===== src/rtl/lpc_pkg.sv =====
// ----------------------------------------------------------------------------
// lpc_pkg
// Shared types and constants for the LED pattern controller.
// ----------------------------------------------------------------------------
package lpc_pkg;

  // Width of the internal time stamp and elapsed-time arithmetic.
  localparam int unsigned TimeBits = 32;

  localparam int unsigned SysTimeBits = 32;
  localparam int unsigned DelayBits   = 16;
  localparam int unsigned RatioBits   = 8;
  localparam int unsigned ModeBits    = 3;
  localparam int unsigned CfgIdxBits  = 3;
  localparam int unsigned CfgDataBits = 16;

  typedef enum logic [ModeBits-1:0] {
    ModeOff        = 3'd0,
    ModeOn         = 3'd1,
    ModeDelayedOff = 3'd2,
    ModeFastFlash  = 3'd3,
    ModeSlowFlash  = 3'd4,
    ModeFastBlink  = 3'd5,
    ModeSlowBlink  = 3'd6,
    ModeHold       = 3'd7
  } lpc_mode_e;

  typedef enum logic {
    CmdTick    = 1'b0,
    CmdSetMode = 1'b1
  } lpc_cmd_e;

  typedef enum logic [CfgIdxBits-1:0] {
    RegActiveLow      = 3'd0,
    RegDelayedOffTime = 3'd1,
    RegFastFlashTime  = 3'd2,
    RegSlowFlashTime  = 3'd3,
    RegBlinkStepTime  = 3'd4,
    RegFastBlinkRatio = 3'd5,
    RegSlowBlinkRatio = 3'd6,
    RegUnused         = 3'd7
  } lpc_reg_e;

  typedef struct packed {
    logic                   command;
    logic [SysTimeBits-1:0] sys_time;
    logic [ModeBits-1:0]    new_mode;
  } lpc_in_t;

  typedef struct packed {
    logic                pin_level;
    logic [ModeBits-1:0] mode_now;
  } lpc_out_t;

  typedef struct packed {
    logic                 active_low;
    logic [DelayBits-1:0] delayed_off_time;
    logic [DelayBits-1:0] fast_flash_time;
    logic [DelayBits-1:0] slow_flash_time;
    logic [DelayBits-1:0] blink_step_time;
    logic [RatioBits-1:0] fast_blink_top;
    logic [RatioBits-1:0] slow_blink_top;
  } lpc_cfg_t;

endpackage


===== src/rtl/lpc_cfg_regs.sv =====
// ----------------------------------------------------------------------------
// lpc_cfg_regs
// Configuration register file, written through a plain write port.
// ----------------------------------------------------------------------------
module lpc_cfg_regs (
  input  logic                                clk_i,
  input  logic                                rst_ni,
  input  logic                                cfg_we_i,
  input  logic [lpc_pkg::CfgIdxBits-1:0]      cfg_idx_i,
  input  logic [lpc_pkg::CfgDataBits-1:0]     cfg_data_i,
  output lpc_pkg::lpc_cfg_t                   cfg_o
);

  lpc_pkg::lpc_cfg_t cfg_q, cfg_d;

  always_comb begin
    cfg_d = cfg_q;
    if (cfg_we_i) begin
      unique case (lpc_pkg::lpc_reg_e'(cfg_idx_i))
        lpc_pkg::RegActiveLow:      cfg_d.active_low       = cfg_data_i[0];
        lpc_pkg::RegDelayedOffTime: cfg_d.delayed_off_time = cfg_data_i;
        lpc_pkg::RegFastFlashTime:  cfg_d.fast_flash_time  = cfg_data_i;
        lpc_pkg::RegSlowFlashTime:  cfg_d.slow_flash_time  = cfg_data_i;
        lpc_pkg::RegBlinkStepTime:  cfg_d.blink_step_time  = cfg_data_i;
        lpc_pkg::RegFastBlinkRatio:
          cfg_d.fast_blink_top = cfg_data_i[lpc_pkg::RatioBits-1:0];
        lpc_pkg::RegSlowBlinkRatio:
          cfg_d.slow_blink_top = cfg_data_i[lpc_pkg::RatioBits-1:0];
        default: ;
      endcase
    end
  end

  always_ff @(posedge clk_i or negedge rst_ni) begin
    if (!rst_ni) begin
      cfg_q.active_low       <= 1'b0;
      cfg_q.delayed_off_time <= 16'd1000;
      cfg_q.fast_flash_time  <= 16'd100;
      cfg_q.slow_flash_time  <= 16'd500;
      cfg_q.blink_step_time  <= 16'd100;
      cfg_q.fast_blink_top   <= 8'd2;
      cfg_q.slow_blink_top   <= 8'd8;
    end else begin
      cfg_q <= cfg_d;
    end
  end

  assign cfg_o = cfg_q;

endmodule


===== src/rtl/lpc_core.sv =====
// ----------------------------------------------------------------------------
// lpc_core
// Pattern state and the single-pass update for one item.
// ----------------------------------------------------------------------------
module lpc_core (
  input  logic              clk_i,
  input  logic              rst_ni,
  input  logic              step_i,
  input  lpc_pkg::lpc_in_t  item_i,
  input  lpc_pkg::lpc_cfg_t cfg_i,
  output lpc_pkg::lpc_out_t result_o
);

  lpc_pkg::lpc_mode_e                  mode_q, mode_d;
  logic [lpc_pkg::TimeBits-1:0]        stamp_q, stamp_d;
  logic [lpc_pkg::RatioBits-1:0]       count_q, count_d;
  logic                                pin_q, pin_d;

  logic [lpc_pkg::TimeBits-1:0]        now;
  logic [lpc_pkg::TimeBits-1:0]        elapsed;
  logic [lpc_pkg::DelayBits-1:0]       delay;
  logic [lpc_pkg::RatioBits-1:0]       ratio;
  logic                                lit;
  logic                                fire;

  assign now     = lpc_pkg::TimeBits'(item_i.sys_time);
  assign elapsed = now - stamp_q;
  assign lit     = ~cfg_i.active_low;

  // Delay and ratio for whichever timed mode is active
  always_comb begin
    delay = cfg_i.delayed_off_time;
    ratio = cfg_i.fast_blink_top;
    unique case (mode_q)
      lpc_pkg::ModeFastFlash: delay = cfg_i.fast_flash_time;
      lpc_pkg::ModeSlowFlash: delay = cfg_i.slow_flash_time;
      lpc_pkg::ModeFastBlink: delay = cfg_i.blink_step_time;
      lpc_pkg::ModeSlowBlink: begin
        delay = cfg_i.blink_step_time;
        ratio = cfg_i.slow_blink_top;
      end
      default: ;
    endcase
  end

  assign fire = elapsed > lpc_pkg::TimeBits'(delay);

  always_comb begin
    mode_d  = mode_q;
    stamp_d = stamp_q;
    count_d = count_q;
    pin_d   = pin_q;
    if (lpc_pkg::lpc_cmd_e'(item_i.command) == lpc_pkg::CmdSetMode) begin
      // pin and counter wait for the next tick
      mode_d  = lpc_pkg::lpc_mode_e'(item_i.new_mode);
      stamp_d = now;
    end else begin
      unique case (mode_q)
        lpc_pkg::ModeOff: pin_d = ~lit;
        lpc_pkg::ModeOn:  pin_d = lit;
        lpc_pkg::ModeDelayedOff: begin
          // expiry tick still lights; dark on the following tick
          pin_d = lit;
          if (fire) mode_d = lpc_pkg::ModeOff;
        end
        lpc_pkg::ModeFastFlash, lpc_pkg::ModeSlowFlash: begin
          if (fire) begin
            pin_d   = ~pin_q;
            stamp_d = now;
          end
        end
        lpc_pkg::ModeFastBlink, lpc_pkg::ModeSlowBlink: begin
          if (fire) begin
            stamp_d = now;
            count_d = (count_q > ratio) ? '0 : count_q + 1'b1;
            pin_d   = (count_d == '0) ? lit : ~lit;
          end
        end
        default: ;
      endcase
    end
  end

  always_ff @(posedge clk_i or negedge rst_ni) begin
    if (!rst_ni) begin
      mode_q  <= lpc_pkg::ModeOff;
      stamp_q <= '0;
      count_q <= '0;
      pin_q   <= 1'b0;
    end else if (step_i) begin
      mode_q  <= mode_d;
      stamp_q <= stamp_d;
      count_q <= count_d;
      pin_q   <= pin_d;
    end
  end

  assign result_o.pin_level = pin_d;
  assign result_o.mode_now  = mode_d;

endmodule


===== src/rtl/led_pattern_controller_top.sv =====
// ----------------------------------------------------------------------------
// led_pattern_controller_top
// LED pattern controller: input register, single-pass update, result register.
// ----------------------------------------------------------------------------
//  channel  | handshake                   | payload
//  ---------+-----------------------------+--------------------------
//  in       | in_valid_i / in_stall_o     | in_data_i  (lpc_in_t)
//  out      | out_valid_o / out_stall_i   | out_data_o (lpc_out_t)
//  cfg      | cfg_we_i                    | cfg_idx_i, cfg_data_i
//
//  One item per cycle sustained while the output is not stalled; an item taken
//  reaches the output through the input register, then the result register.
//  The state update is one subtract and compare plus an 8-bit counter step.
//  Reset restores state, config and valid flags; s0_q and out_q are not reset.
//  A stall at the output holds the result register; the input register still
//  takes one item, and the input stalls only once that register is full.
// ----------------------------------------------------------------------------
module led_pattern_controller_top (
  input  logic                             clk_i,
  input  logic                             rst_ni,
  input  logic                             in_valid_i,
  output logic                             in_stall_o,
  input  lpc_pkg::lpc_in_t                 in_data_i,
  output logic                             out_valid_o,
  input  logic                             out_stall_i,
  output lpc_pkg::lpc_out_t                out_data_o,
  input  logic                             cfg_we_i,
  input  logic [lpc_pkg::CfgIdxBits-1:0]   cfg_idx_i,
  input  logic [lpc_pkg::CfgDataBits-1:0]  cfg_data_i
);

  lpc_pkg::lpc_cfg_t cfg;
  lpc_pkg::lpc_in_t  s0_q;
  logic              s0_valid_q;
  lpc_pkg::lpc_out_t result;
  lpc_pkg::lpc_out_t out_q;
  logic              out_valid_q;
  logic              advance;
  logic              step;
  logic              in_take;

  assign advance    = !out_valid_q || !out_stall_i;
  assign step       = s0_valid_q && advance;
  assign in_stall_o = s0_valid_q && !advance;
  assign in_take    = in_valid_i && !in_stall_o;

  lpc_cfg_regs u_cfg (
    .clk_i      (clk_i),
    .rst_ni     (rst_ni),
    .cfg_we_i   (cfg_we_i),
    .cfg_idx_i  (cfg_idx_i),
    .cfg_data_i (cfg_data_i),
    .cfg_o      (cfg)
  );

  lpc_core u_core (
    .clk_i    (clk_i),
    .rst_ni   (rst_ni),
    .step_i   (step),
    .item_i   (s0_q),
    .cfg_i    (cfg),
    .result_o (result)
  );

  always_ff @(posedge clk_i or negedge rst_ni) begin
    if (!rst_ni) begin
      s0_valid_q  <= 1'b0;
      out_valid_q <= 1'b0;
    end else begin
      // an empty input register fills even while the output is stalled
      if (advance || in_take) s0_valid_q <= in_take;
      if (advance) out_valid_q <= s0_valid_q;
    end
  end

  always_ff @(posedge clk_i) begin
    if (in_take) s0_q  <= in_data_i;
    if (step)    out_q <= result;
  end

  assign out_valid_o = out_valid_q;
  assign out_data_o  = out_q;

`ifndef SYNTHESIS
  // A staged item that moves on always lands in the result register
  a_step_to_out: assert property (@(posedge clk_i) disable iff (!rst_ni)
    step |=> out_valid_o)
    else $error("staged item lost on its way to the output");

  // A set-mode item reports the mode it carried
  a_set_mode: assert property (@(posedge clk_i) disable iff (!rst_ni)
    (step && s0_q.command == lpc_pkg::CmdSetMode)
      |=> out_data_o.mode_now == $past(s0_q.new_mode))
    else $error("set-mode item reported a different mode");

  // A set-mode item leaves the pin where the previous item put it
  a_set_keeps_pin: assert property (@(posedge clk_i) disable iff (!rst_ni)
    (step && s0_q.command == lpc_pkg::CmdSetMode && out_valid_o)
      |=> out_data_o.pin_level == $past(out_data_o.pin_level))
    else $error("set-mode item changed the pin");
`endif

endmodule

===== config.mk =====
export PLATFORM = sky130hd
export DESIGN_NAME = led_pattern_controller_top
export DESIGN_NICKNAME = d
export VERILOG_FILES = /design/src/rtl/lpc_pkg.sv /design/src/rtl/lpc_cfg_regs.sv /design/src/rtl/lpc_core.sv /design/src/rtl/led_pattern_controller_top.sv
export SDC_FILE = /design/constraint.sdc
export NUM_CORES = 1
export LEC_CHECK = 0
export BUFFER_PORTS_ARGS = -buffer_cell sky130_fd_sc_hd__buf_2
export CORE_ASPECT_RATIO = 1.1
export CORE_UTILIZATION = 24
export CTS_CLUSTER_DIAMETER = 200
export DETAILED_ROUTE_END_ITERATION = 8
export PLACE_DENSITY_LB_ADDON = 0.15
export SLEW_MARGIN = 20
export SYNTH_ARGS = -nofsm -noshare
export SYNTH_HDL_FRONTEND = slang
export SYNTH_HIERARCHICAL = 1
export SYNTH_SLANG_ARGS = --single-unit
export TNS_END_PERCENT = 20

===== constraint.sdc =====
create_clock -name clk_i -period 13.64 [get_ports clk_i]
set_clock_uncertainty 0.15 [all_clocks]
set_input_delay 3.41 -clock clk_i [delete_from_list [all_inputs] [get_ports clk_i]]
set_output_delay 3.41 -clock clk_i [all_outputs]
set_load 0.01 [all_outputs]

# Yosys cells after proc, flatten, opt, wreduce, memory -nomap -nowiden
# Index checks and enable logic that the tools add are counted.
op_classes:
  n_reduce_logical: 27
  n_mux: 14
  bitwise_logic: 3
  n_lt_le_gt_ge: 2
  div: 0
  n_eq_ne: 12
  shifts: 0
  n_mul: 0
  n_addsub: 2
op_table:
  columns: ["cell", "n"]
  rows:
  - ["32-bit two-way mux", 3]
  - ["16-bit case mux with 3 select lines", 1]
  - ["32-bit by 16-bit > comparator with 1-bit output", 1]
  - ["32-bit subtractor", 1]
  - ["3-bit == test (second input constant)", 6]
  - ["8-bit two-way mux", 2]
  - ["2-bit AND reduction", 7]
  - ["3-bit by 2-bit == test with 1-bit output (second input constant)", 4]
  - ["3-bit two-way mux", 3]
  - ["8-bit by 1-bit adder with 8-bit output (second input constant)", 1]
  - ["8-bit > comparator", 1]
  - ["8-bit zero test", 1]
  - ["3-bit by 1-bit == test with 1-bit output (second input constant)", 2]
  - ["3-bit zero test", 2]
  - ["2-bit OR reduction", 3]
  - ["1-bit zero test", 4]
  - ["1-bit two-way mux", 4]
  - ["1-bit case mux with 4 select lines", 1]
  - ["4-bit AND reduction", 1]
  - ["2-bit nonzero test", 2]
  - ["4-bit OR reduction", 1]
  - ["1-bit logical AND", 3]
  - ["1-bit NOT", 3]
  - ["3-bit AND reduction", 1]
  - ["1-bit logical OR", 2]
word_totals:
  latchBits: 0
  in_bits: 60
  rom_bits: 0
  register_bits: 167
  output_inout_bits: 6
  wordCells: 78
  ram_bits: 0
  n_memories: 0

# Longest topological paths before layout
depth:
  ltp_word: 9
  mapped_depth: 24
  mapped_depth_nobuf: 22

# By module
# The synthesis kept the hierarchy.
modules_own_cells:
  columns: ["module", "cells_each", "area_each_um2", "instances", "seq_area_each_um2"]
  rows:
  - ["lpc_core", 727, 6033.3, 1, 1101.1]
  - ["lpc_cfg_regs", 177, 3220.6, 1, 2052.0]
  - ["led_pattern_controller_top", 48, 1293.7, 1, 1251.2]

# Worst setup path after synthesis
# OpenSTA, ideal clock, no wires.
synth_timing:
  path_type: "input to output"
  start: "in out_stall_i"
  end: "out in_stall_o"
  path_stages: 2
  path_buffers: 0
  t_required_ps: 10080
  path_slack_ps: 6512
  arrival_ps: 3568
  cell_sequence: "nand3_2 > inv_1"
synth_via:
  elab_chain_cells: 4
synth_rtl:
  columns: ["item", "line", "text"]
  rows:
  - ["from (decl)", "led_pattern_controller_top.sv:25", "input logic out_stall_i,"]
  - ["1-bit zero test", "led_pattern_controller_top.sv:42", "assign advance = !out_valid_q || !out_stall_i;"]
  - ["1-bit logical OR", "led_pattern_controller_top.sv:42", null]
  - ["1-bit zero test", "led_pattern_controller_top.sv:44", "assign in_stall_o = s0_valid_q && !advance;"]
  - ["1-bit logical AND", "led_pattern_controller_top.sv:44", null]
  - ["to (decl)", "led_pattern_controller_top.sv:22", "output logic in_stall_o,"]
# No other way between the ends.

# Worst setup path after layout
# Same ends and word-level chain as after synthesis.

==> key figures <==
Setup path
  – Reg-to-reg critical path endpoint: u_core/stamp_q[21]$_DFFE_PN0P_
  – Crit Path Max Fanout: 3
  – R2r setup slk: just under 8 ns
  – CP Class: in2out
  – CP startpoint kind: input port
  – WP data required: a little over 10 ns
  – Reg2reg start: s0_q[3]$_DFFE_PP_
  – CP Capture Type: output port
  – Arrival @ worst endpoint: 3.77 ns
  – Reg2Reg Depth: 23

CTS
  – Clock Latency Late Sink: approximately 0.45 ns
  – Clock buffer count from CTS: 17
  – Postcts setup bufs: 0
  – CTS Sinks: 167
  – Clock root buffer: clkbuf_16
  – Post_cts resized: 0
  – Post-CTS Hold Fix Bufs: 0
  – Htree depth: 4
  – Clock Tree Buf Depth: 2
  – Reg clk slew, reported paths: 0.07 ns
  – CTS tree: done

Route
  – Drt wl/cell: approximately 17 um
  – Drt total wl: 27,400 um
  – Routed Antenna Nets: 0
  – WL met1: 13,500 um
  – Met2 WL post-DR: 13,200 um
  – Max Used Layer: met4
  – Initial DRC count: 320
  – Via Count: ~7.3k
  – DRC violations left: 0
  – Vias per cell: 4.63
  – Router iterations before antenna repair: 5
  – Met3 WL post-DR: 432 um

Yosys
  – Syn Area/Cell: 11.1 um^2
  – Synth Instances: 952
  – Top post-synthesis cells by count: 107 x dfrtp_1, 85 x mux2_2, 73 x a21oi_1, 56 x ha_1, 56 x nand2_1
  – Post-synth EDFFs: 40
  – Top cells by area in the synthesized netlist: dfrtp_1 25%, edfxtp_1 11%, mux2_2 9.1%, mux2_4 7.1%, ha_1 6.6%
  – Post-synth ARST share: 0.760
  – Share of the synthesized area in the top cell type: 0.254
  – Distinct cells, synth: 88
  – #FFs+latches synth: 167
  – Area leader, netlist: dfrtp_1
  – Top FF cell, synth: dfrtp_1
  – Sequential share of the synthesized area: 0.418
  – Mapped Nets: 1,069
  – Cell with the most instances after synthesis: dfrtp_1
  – Mapped Area: 10,500 um^2
  – Synth Warn #: 6

Power and ir drop
  – Power Dens Cells: 201 nW/um^2
  – Worst VDD drop: 0.0795 mV
  – Total power: 2.40 mW
  – Switch share: 0.416
  – Int Power: 1.40 mW
  – Clock Power Share: 0.204
  – Sequential share of power: 0.297
  – Total net switching power: approximately 1000 uW
  – Logic pwr share: 0.499
  – Leakage: 5.10 nW

Floorplan
  – Die span in y: 222 um
  – CORE AREA: ~43,000 um^2
  – # IOs: 66
  – Die X-Extent: between 200 and 250 um
  – Initial Util: 0.243
  – Rows: 80
  – Die area: 44,800 um^2

Finish
  – Area Overhead vs Synth: 13.4%
  – Layout fillers: 4,564
  – # diodes: 0
  – Share of layout cells above drive strength 1: 0.286
  – Final net count: 1,109
  – Post-route design area: 12,000 um^2

Min path
  – Min-delay worst type: reg2reg
  – Hold path cells: 1
  – Hold endpoint: u_core/stamp_q[27]$_DFFE_PN0P_
  – Min-delay src: u_core/stamp_q[27]$_DFFE_PN0P_

Run
  – Max Cap Viol: 0

Global route
  – First-pass GRT wire length: 44,200 um
  – Global route overflow: 0
  – Gr usage total: 0.127
  – Largest net degree at the start of global routing: 65
  – Number of global-route vias before repair: ~7.6k
  – Initial antenna violation count: 0

Timing
  – Transition time of the tightest slew-check pin: 1.11 ns
  – Max-slew headroom: 0.262
  – Min Tclk post-route: 7.33 ns
  – Maximum clock frequency: 0.136 GHz
  – Period utilisation layout: 0.538
  – Final TNS setup: 0 ns
  – Final count of negative-setup-slack endpoints: 0
  – Slew Limit Fails: 0
  – Worst hold margin: 0.341 ns
  – Hold Vio Cnt, Final: 0
  – Worst Slack Setup Final: 6.31 ns
  – RSZ-0062 raised after global routing: false

Placement
  – Final HPWL DP: ~19,000 um
  – Placed inst area: 11,400 um^2
  – GPL Wtd Cong: 0.800
  – Worst slack, placed: 6.30 ns
  – IO Port Bufs: 65

Status
  – Status: finished clean
-- area by class of cell --
type / count / area [um^2] / area share
Sequential cell: 167 / 4410 / 0.368
Tap cell: 574 / 718 / 0.0601
Timing Repair Buffer: 74 / 399 / 0.0334
Multi-Input combinational cell: 686 / 5680 / 0.475
Clock buffer: 17 / 425 / 0.0356
Clock inverter: 15 / 160 / 0.0134
Inverter: 46 / 173 / 0.0144
-- cell families (layout without fill, tap and decap cells) --
logic type | after synthesis | count (layout) | share of synthesized area
adders and majority gates | 57 | 57 | 0.0683
DFF | 167 | 167 | 0.418
xor gates and xnor gates | 22 | 22 | 0.0183
muxes | 173 | 173 | 0.199
AOI/OAI and AO/OA | 228 | 228 | 0.150
buffers and inverters | 99 | 152 | 0.0446
and+or+nand+nor | 206 | 206 | 0.102
-- per-stage QoR --
stage | cells | utilization
2_1_floorplan | 952 | -
3_3_place_gp | 1547 | 0.262
3_5_place_dp | 1547 | 0.262
4_1_cts | 1579 | 0.276
5_1_grt | 1579 | 0.276
6_report | 1579 | 0.276
-- per-layer routing --
metal	GRT usage	vias up
met5	0	-
met4	0.0303	0
li1	-	3623
met2	0.207	66
met3	0.0250	13
met1	0.171	3614
-- power groups by stage --
| stage | Clock, mW | Sequential, mW | Combinational (mW) |
|---|---|---|---|
| floorplan | 0 | 0.698 | 0.940 |
| global placement | 0 | 0.721 | 1.20 |
| detailed placement | 0 | 0.722 | 1.21 |
| CTS | 0.513 | 0.714 | 1.21 |
| global route | 0.532 | 0.731 | 1.35 |
| finish | 0.489 | 0.712 | 1.20 |
-- placed cells by master (no fill, tap or decap), drive strengths merged, types with 7 or more instances in the layout --
| master | count |
|---|---|
| a21o | 14 |
| a21oi | 75 |
| a221oi | 15 |
| buf | 74 |
| clkbuf | 17 |
| dfrtp | 107 |
| dfstp | 20 |
| edfxtp | 40 |
| ha | 56 |
| inv | 54 |
| mux2 | 147 |
| mux2i | 26 |
| nand2 | 56 |
| nand3 | 22 |
| nand4 | 18 |
| nor2 | 48 |
| nor2b | 8 |
| nor3 | 17 |
| nor4 | 8 |
| o211ai | 9 |
| o21a | 15 |
| o21ai | 29 |
| xnor2 | 15 |
| xor2 | 7 |
-- worst max-delay path, cell delays in order --
cell,delay (ns)
buf_2,0.10
nand3_2,0.08
inv_1,0.06
buf_2,0.12
-- how the worst max path moves through the flow --
stage / startpoint / end / slack (ns)
floorplan: out_stall_i / in_stall_o / 6.51
global placement: out_stall_i / in_stall_o / 6.29
detailed placement: out_stall_i / in_stall_o / 6.30
CTS: out_stall_i / in_stall_o / 6.30
global route: out_stall_i / in_stall_o / 6.28
finish: out_stall_i / in_stall_o / 6.31
-- flip-flops by register name (all words and copies together) (netlist names) --
| signal | cells |
|---|---|
| u_cfg/cfg_o | 81 |
| s0_q | 36 |
| u_core/stamp_q | 32 |
| u_core/count_q | 8 |
| out_data_o | 4 |
| u_core/mode_q | 3 |
| out_valid_o | 1 |
| s0_valid_q | 1 |
| u_core/pin_q | 1 |
Power figures use the tool's default switching activity.
